File: config.mk
export PLATFORM = sky130hd
export DESIGN_NAME = pipt_ctrl
export DESIGN_NICKNAME = d
export VERILOG_FILES = /design/src/hdl/pipt_pkg.sv /design/src/hdl/pipt_ctrl.sv
export SDC_FILE = /design/constraint.sdc
export NUM_CORES = 1
export LEC_CHECK = 0
export ABC_AREA = 1
export CELL_PAD_IN_SITES_DETAIL_PLACEMENT = 1
export CELL_PAD_IN_SITES_GLOBAL_PLACEMENT = 1
export CORE_AREA = 3 3 40 42
export CTS_CLUSTER_SIZE = 16
export DETAILED_ROUTE_END_ITERATION = 16
export DIE_AREA = 0 0 43 45
export DONT_BUFFER_PORTS = 1
export PLACE_DENSITY_LB_ADDON = 0.1
export SYNTH_ARGS = -nofsm -noshare
export SYNTH_HDL_FRONTEND = slang
export SYNTH_SLANG_ARGS = --single-unit
File: constraint.sdc
create_clock -name clk_i -period 3.2 [get_ports clk_i]
set_clock_uncertainty 0.1 [all_clocks]
set_input_delay 0.16 -clock clk_i [delete_from_list [all_inputs] [get_ports clk_i]]
set_output_delay 0.16 -clock clk_i [all_outputs]
set_load 0.005 [all_outputs]
File: src/hdl/pipt_pkg.sv
// shared types and constants for the point-in-polygon test block
// used by the controller, the datapath, the top level and the checker
package pipt_pkg;

  localparam int unsigned MAX_CORNERS = 16;
  localparam int unsigned MIN_CORNERS = 3;
  localparam int unsigned IDX_W       = $clog2(MAX_CORNERS);
  localparam int unsigned CNT_W       = 5;
  localparam int unsigned COORD_W     = 32;
  localparam int unsigned PROD_W      = 2 * COORD_W;
  localparam logic [CNT_W-1:0] COUNT_RESET = CNT_W'(4);

  typedef enum logic [0:0] {
    ACT_CORNER = 1'b0,
    ACT_TEST   = 1'b1
  } action_e;

  typedef enum logic [2:0] {
    ST_IDLE,
    ST_LOAD,
    ST_WALK,
    ST_DRAIN,
    ST_DONE
  } state_e;

  typedef struct packed {
    logic             wr_en;
    logic             start;
    logic             rd_en;
    logic             rd_first;
    logic [IDX_W-1:0] rd_addr;
    logic             out_load;
  } cmd_t;

  typedef struct packed {
    logic             pipe_busy;
    logic             out_free;
    logic [IDX_W-1:0] last_idx;
  } sts_t;

endpackage

File: src/hdl/pipt_ctrl.sv
// controller state machine of the point-in-polygon test block
// takes the input handshake, sequences corner reads and result loading; uses pipt_pkg
module pipt_ctrl (
  input  logic              clk_i,
  input  logic              rst_ni,
  input  logic              in_valid_i,
  input  logic              action_i,
  output logic              in_stall_o,
  input  pipt_pkg::sts_t    sts_i,
  output pipt_pkg::cmd_t    cmd_o
);

  pipt_pkg::state_e                 state_q, state_d;
  logic [pipt_pkg::IDX_W-1:0]       idx_q, idx_d;

  always_ff @(posedge clk_i or negedge rst_ni) begin
    if (!rst_ni) begin
      state_q <= pipt_pkg::ST_IDLE;
      idx_q   <= '0;
    end else begin
      state_q <= state_d;
      idx_q   <= idx_d;
    end
  end

  // next state
  always_comb begin
    state_d = state_q;
    idx_d   = idx_q;
    case (state_q)
      pipt_pkg::ST_IDLE: begin
        if (in_valid_i && (action_i == pipt_pkg::ACT_TEST)) begin
          state_d = pipt_pkg::ST_LOAD;
        end
      end
      pipt_pkg::ST_LOAD: begin
        state_d = pipt_pkg::ST_WALK;
        idx_d   = '0;
      end
      pipt_pkg::ST_WALK: begin
        if (idx_q == sts_i.last_idx) begin
          state_d = pipt_pkg::ST_DRAIN;
        end else begin
          idx_d = idx_q + 1'b1;
        end
      end
      pipt_pkg::ST_DRAIN: begin
        if (!sts_i.pipe_busy) begin
          state_d = pipt_pkg::ST_DONE;
        end
      end
      pipt_pkg::ST_DONE: begin
        if (sts_i.out_free) begin
          state_d = pipt_pkg::ST_IDLE;
        end
      end
      default: begin
        state_d = pipt_pkg::ST_IDLE;
      end
    endcase
  end

  // outputs
  always_comb begin
    cmd_o      = '0;
    in_stall_o = 1'b1;
    case (state_q)
      pipt_pkg::ST_IDLE: begin
        in_stall_o = 1'b0;
        if (in_valid_i) begin
          cmd_o.wr_en = (action_i == pipt_pkg::ACT_CORNER);
          cmd_o.start = (action_i == pipt_pkg::ACT_TEST);
        end
      end
      pipt_pkg::ST_LOAD: begin
        cmd_o.rd_en    = 1'b1;
        cmd_o.rd_first = 1'b1;
        cmd_o.rd_addr  = sts_i.last_idx;
      end
      pipt_pkg::ST_WALK: begin
        cmd_o.rd_en   = 1'b1;
        cmd_o.rd_addr = idx_q;
      end
      pipt_pkg::ST_DRAIN: begin
        cmd_o = '0;
      end
      pipt_pkg::ST_DONE: begin
        cmd_o.out_load = sts_i.out_free;
      end
      default: begin
        cmd_o = '0;
      end
    endcase
  end

endmodule

==> results of run 1 <==
## critical path, delay by kind of cell (launching register included)
kind / cells / cell delay (ns)
AO/OA/AOI/OAI: 1 / 0.25
flip-flops: 1 / 0.42
AND/OR/NAND/NOR: 2 / 0.41
## logic make-up after synthesis
group	count (synthesis)
buf+inv	22
xor+xnor	2
fa+ha+maj	1
compound gates	11
flops	7
simple gates	39
## state kept, by name (all words and copies together) (netlist names)
signal,flops
idx_q,4
state_q,3
## cells in the final DEF (no fill, tap or decap), types with 2 or more instances in the layout
cell type,count
nand2_1,25
inv_1,15
dfrtp_1,7
inv_2,6
nor2_1,6
o21ai_1,5
o22ai_1,4
clkbuf_4,3
nand3_1,2
xor2_1,2
## what timing repair did
item                                   CTS  global route
setup endpoints to repair                0             0
endpoints found under the hold margin    7             0
hold buffers                             1             0
## metrics by stage
step / utilization / setup WS, ns / hold WS [ns] / power (uW)
global route: 0.447 / 1.52 / 0.0224 / 554
CTS: 0.447 / 1.61 / 0.0260 / 500
floorplan: - / 1.95 / -0.236 / 370
finish: 0.447 / 1.62 / 0.0168 / 489
global placement: 0.419 / 1.83 / -0.235 / 412
detailed placement: 0.419 / 1.78 / -0.235 / 417
## how the worst max path moves through the flow
stage / startpoint / to / slack [ns]
after floorplan: state_q[0] / state_q[0] / 1.95
after global placement: state_q[0] / state_q[0] / 1.83
after detailed placement: state_q[0] / state_q[0] / 1.78
after CTS: state_q[0] / cmd_o[3] / 1.61
after global routing: state_q[0] / cmd_o[3] / 1.52
final: state_q[0] / cmd_o[3] / 1.62
## synthesized netlist by cell type
cell,number,area (sq um)
nor4_1,1,6.26
buf_4,1,7.51
xor2_1,2,17.5
nor2_1,6,22.5
inv_2,6,22.5
nand3_2,1,10.0
nand2_4,1,11.3
nand3_1,2,10.0
a31oi_1,1,6.26
nand2_1,25,93.8
o21ai_1,5,25.0
dfrtp_1,7,175
o211ai_1,1,7.51
o22ai_1,4,25.0
ha_1,1,12.5
nand4_1,1,6.26
inv_1,15,56.3
nand2_2,1,6.26
nor3_1,1,5.00
## cell type report
class	count	share of cell area
Multi-Input combinational cell	53	0.462
Sequential cell	7	0.305
Clock buffer	4	0.0458
Inverter	21	0.137
Timing Repair Buffer	1	0.0174
Tap cell	15	0.0327
## routing by layer
metal / global-route usage / vias to the layer above / wire length (um)
met4: 0.0542 / 0 / 7
li1: - / 258 / -
met3: 0.0359 / 2 / 79
met5: 0 / - / 0
met1: 0.184 / 221 / 513
met2: 0.266 / 14 / 612
## power by group through the flow
stage	Combinational, uW	Sequential, uW	Clock (uW)
finish	255	157	77.4
floorplan	220	150	0
detailed placement	258	159	0
global placement	253	159	0
CTS	262	157	80.4
global route	300	164	89.7
==> results.sh, run 1 <==
export IMPL_drcViolationCount=0
export IMPL_start_util=0.410
export IMPL_synth_cell_types=19
export IMPL_grt_pass1_wl_mm=2.28
export IMPL_status="finished clean"
export IMPL_setup_violations=0
export IMPL_min_period_ns=1.58
export IMPL_ys_ff_latch=7
export IMPL_drt_wl_total_mm=1.21
export IMPL_crit_fanout=6
export IMPL_core_sq_um=1280
export IMPL_clock_fmax_mhz=632
export IMPL_placed_area_sq_um=538
export IMPL_dieWidth_um=43
export IMPL_final_area_sq_um=574
export IMPL_dieArea_sq_um=1940
export IMPL_gp_congestion=0.726
export IMPL_clk_latency_ns=0.24
export IMPL_grt_antenna_before_repair=0
export IMPL_io_buffers=0
export IMPL_postCtsSetupRepairBufs=0
export IMPL_grt_usage=0.152
export IMPL_ys_seq_area_frac=0.333
export IMPL_grt_max_degree=9
export IMPL_synthAdderAreaFrac=0.0238
export IMPL_ff2ff_path_depth=8
export IMPL_cts_inserted_buffers=3
export IMPL_tns_ns=0
export IMPL_rows=13
export IMPL_area_delta_synth_final_pct=9.03
export IMPL_clock_sinks=7
export IMPL_nNetsFinal=98
export IMPL_crit_required_ns=2.94
export IMPL_regArea_sq_um=175
export IMPL_ctsResizeCount=0
export IMPL_power_switching_share=0.488
export IMPL_wl_per_cell_um=12.0
export IMPL_synthesis_area_sq_um=527
export IMPL_syn_nets=93
export IMPL_post_synth_and_or_nand_nor_area_fraction=0.325
export IMPL_path_class="flop to primary output"
export IMPL_dp_hpwl_mm=1.03
export IMPL_stdcell_count=101
export IMPL_finalCritPeriodShare=0.494
export IMPL_cp_slowest_cell="dfrtp_1"
export IMPL_hp_class="primary input to flop"
export IMPL_cts_clk_slew_worst_paths_ns=0.05
export IMPL_crit_chain="nor2_1, nand2_1, o22ai_1"
export IMPL_ios=20
export IMPL_die_h_um=45
export IMPL_vias_per_cell=4.90
export IMPL_cpPeakStageDelay_ns=0.42
export IMPL_drtIter0Drc=0
export IMPL_dr_pass1_iters=1
export IMPL_p_comb_frac=0.521
export IMPL_p_leak_uw=0.000331
export IMPL_slew_headroom=0.769
export IMPL_drive_gt1_frac=0.140
export IMPL_regToRegStartpoint="state_q[0]"
export IMPL_cts_tree="done"
export IMPL_synth_top_family_by_area="simple AND/OR/NAND/NOR gates"
export IMPL_synth_area_mux_share=0
export IMPL_fillers=177
export IMPL_reg2reg_slack_ns=1.76
export IMPL_synth_xor_area_frac=0.0333
export IMPL_crit_path_start_kind="flop"
export IMPL_min_to="state_q[0]"
export IMPL_worstMarginPinSlew_ns=0.343
export IMPL_powerDensity_nw_per_um2=851
export IMPL_clock_path_buffers=2
export IMPL_ir_drop_v=0.000335
export IMPL_htree_levels=1
export IMPL_dr_total_vias=495
export IMPL_yosysWarnings=0
export IMPL_max_cap_violations=0
export IMPL_hold_depth=2
export IMPL_multi_input_area_sq_um=265
export IMPL_end_kind="primary output"
export IMPL_r2r_end="state_q[0]"
export IMPL_placedCellCount=96
export IMPL_hold_violations=0
export IMPL_clkPwrFrac=0.158
export IMPL_critPathArrivalTime_ns=1.32
export IMPL_synth_compound_area_share=0.121
export IMPL_rsz0062_at_grt="no"
export IMPL_hold_start="sts_i[5]"
export IMPL_p_seq_frac=0.321
export IMPL_p_int_uw=250
export IMPL_grt_pass1_vias=536
export IMPL_report_final_slew_viol_count=0
export IMPL_n_antenna_cell=0
export IMPL_overflow=0
export IMPL_power_switching_uw=238
export IMPL_synth_cells=82
export IMPL_cts_root_buf="clkbuf_4"
export IMPL_drtAntennaViolNets=0
export IMPL_syn_area_per_cell_sq_um=6.42
(Power assumes the default switching activity.)
==> run 2: changes to the inputs <==
--- a/config.mk
+++ b/config.mk
@@ -8,10 +8,10 @@
 export ABC_AREA = 1
 export CELL_PAD_IN_SITES_DETAIL_PLACEMENT = 1
 export CELL_PAD_IN_SITES_GLOBAL_PLACEMENT = 1
-export CORE_AREA = 3 3 40 42
+export CORE_MARGIN = 3
+export CORE_UTILIZATION = 38
 export CTS_CLUSTER_SIZE = 16
 export DETAILED_ROUTE_END_ITERATION = 16
-export DIE_AREA = 0 0 43 45
 export DONT_BUFFER_PORTS = 1
 export PLACE_DENSITY_LB_ADDON = 0.1
 export SYNTH_ARGS = -nofsm -noshare
==> constraint.sdc (replaced) <==
create_clock -name clk_i -period 1.6 [get_ports clk_i]
set_clock_uncertainty 0.1 [all_clocks]
set_input_delay 0.08 -clock clk_i [delete_from_list [all_inputs] [get_ports clk_i]]
set_output_delay 0.08 -clock clk_i [all_outputs]
set_load 0.005 [all_outputs]
==> run 2 against run 1 <==
Die area shrank 3.4%. Worst setup slack lost 1.5 ns. Sequential power grew 110%. Combinational power grew 110%. Register-to-register slack lost 1.6 ns. Flip-flop and latch count is the same. Critical path type unchanged.
==> results.sh, run 2 (same netlist as run 1, synthesis figures left out) <==
export IMPL_overflow=0
export IMPL_report_final_slew_viol_count=0
export IMPL_powerDensity_nw_per_um2=1760
export IMPL_final_util=0.490
export IMPL_final_cell_mix="nand2_1, inv_1, dfrtp_1, inv_2, o21ai_1"
export IMPL_clk_latency_ns=0.25
export IMPL_top_register="idx_q"
export IMPL_drive_gt1_frac=0.161
export IMPL_vias_per_cell=5.03
export IMPL_drt_wl_total_mm=1.51
export IMPL_p_comb_frac=0.526
export IMPL_crit_fanout=6
export IMPL_dieWidth_um=43.2
export IMPL_min_period_ns=1.49
export IMPL_grt_antenna_before_repair=0
export IMPL_drcViolationCount=0
export IMPL_max_cap_violations=0
export IMPL_core_sq_um=1200
export IMPL_crit_path_start_kind="flop"
export IMPL_io_buffers=0
export IMPL_dp_hpwl_mm=1.12
export IMPL_dr_total_vias=508
export IMPL_hp_class="primary input to asynchronous set/reset pin"
export IMPL_rsz0062_at_grt="no"
export IMPL_ios=20
export IMPL_end_kind="primary output"
export IMPL_power_switching_share=0.510
export IMPL_p_int_uw=508
export IMPL_top_regs="idx_q x4, state_q x3"
export IMPL_dr_pass1_iters=2
export IMPL_finalCritPeriodShare=0.933
export IMPL_timing_hold_ws_ns=0.0618
export IMPL_tns_ns=0
export IMPL_rows=12
export IMPL_grt_usage=0.192
export IMPL_grt_pass1_wl_mm=2.60
export IMPL_ir_drop_v=0.00104
export IMPL_crit_chain="nor2_2, nand2_1, o22ai_1"
export IMPL_clock_sinks=7
export IMPL_fillers=165
export IMPL_cts_root_buf="clkbuf_4"
export IMPL_clock_fmax_mhz=670
export IMPL_power_switching_uw=528
export IMPL_mostFrequentLayoutCell="nand2_1"
export IMPL_dieArea_sq_um=1870
export IMPL_grt_pass1_vias=584
export IMPL_path_class="flop to primary output"
export IMPL_placed_area_sq_um=537
export IMPL_cp_slowest_cell="dfrtp_1"
export IMPL_status="finished clean"
export IMPL_start_util=0.439
export IMPL_hold_violations=0
export IMPL_critPathArrivalTime_ns=1.31
export IMPL_clkPwrFrac=0.160
export IMPL_nNetsFinal=99
export IMPL_wl_per_cell_um=14.9
export IMPL_cts_clk_slew_worst_paths_ns=0.05
export IMPL_die_h_um=43.2
export IMPL_final_area_sq_um=588
export IMPL_cts_inserted_buffers=3
export IMPL_cts_tree="done"
export IMPL_grt_max_degree=9
export IMPL_drtAntennaViolNets=0
export IMPL_crit_required_ns=1.42
export IMPL_area_delta_synth_final_pct=11.6
export IMPL_clock_path_buffers=2
export IMPL_n_antenna_cell=0
export IMPL_htree_levels=1
export IMPL_p_seq_frac=0.314
export IMPL_finalPower_uw=1040
export IMPL_slew_headroom=0.773
export IMPL_p_leak_uw=0.000336
export IMPL_setup_violations=0
export IMPL_cpPeakStageDelay_ns=0.42
export IMPL_drtIter0Drc=3
export IMPL_worstMarginPinSlew_ns=0.340
export IMPL_gp_congestion=0.738
export IMPL_largest_register_ffs=4
run 2: changes by cell type in the layout (fill, tap and decap cells not counted), sizes merged:
cell	delta
dlygate4sd3	+1
run 2: layer usage:
metal | up-vias | GRT usage | part of all wire
met5 | - | 0 | 0
met4 | 0 | 0.114 | 0.023
met3 | 4 | 0.0805 | 0.052
met2 | 16 | 0.289 | 0.46
met1 | 226 | 0.223 | 0.46
li1 | 262 | - | -
run 2: worst paths after layout:
| path | endpoint | slack, ns | from | depth (start not counted) |
|---|---|---|---|---|
| max | cmd_o[2] | 0.11 | state_q[0] | 3 |
| min | state_q[2] | 0.06 | rst_ni | 1 |
| max reg2reg | state_q[2] | 0.19 | state_q[1] | 7 |
| min reg2reg | idx_q[1] | 0.53 | idx_q[1] | 2 |
| max in group asynchronous | idx_q[1] | 1.09 | rst_ni | 1 |
| min in group clk_i | state_q[1] | 0.07 | in_valid_i | 4 |
run 2: timing repair:
| action | in CTS | in global routing |
|---|---|---|
| endpoints found under the setup margin | 0 | 5 |
| resized for setup | 0 | 2 |
| hold buffers | 2 | 0 |
| hold endpoints to repair | 9 | 0 |
| setup buffers | 0 | 0 |
run 2: cell type report:
type | count | area, sq um | share of cell area
multi-input combinational | 53 | 270 | 0.460
timing repair buffer | 2 | 20.0 | 0.0340
sequential | 7 | 175 | 0.298
inverter | 21 | 78.8 | 0.134
clock buffer | 4 | 26.3 | 0.0447
tap | 14 | 17.5 | 0.0298
run 2: power groups by stage:
stage | Clock, uW | Sequential [uW] | Combinational, uW
floorplan | 0 | 300 | 440
finish | 166 | 325 | 545
CTS | 173 | 317 | 537
detailed placement | 0 | 320 | 529
global placement | 0 | 319 | 498
global route | 188 | 337 | 629
run 2: worst max-delay path, delay by kind of cell (launching register included):
kind             cells  cell delay [ns]
AO/OA/AOI/OAI        1             0.26
flip-flops           1             0.42
AND/OR/NAND/NOR      2             0.38
run 2: metrics by stage:
stage | std cells | setup slack (ns)
after floorplan | 82 | 0.350
after global placement | 95 | 0.250
after detailed placement | 95 | 0.159
after CTS | 101 | 0.0539
after global routing | 101 | 0.00436
final | 101 | 0.108
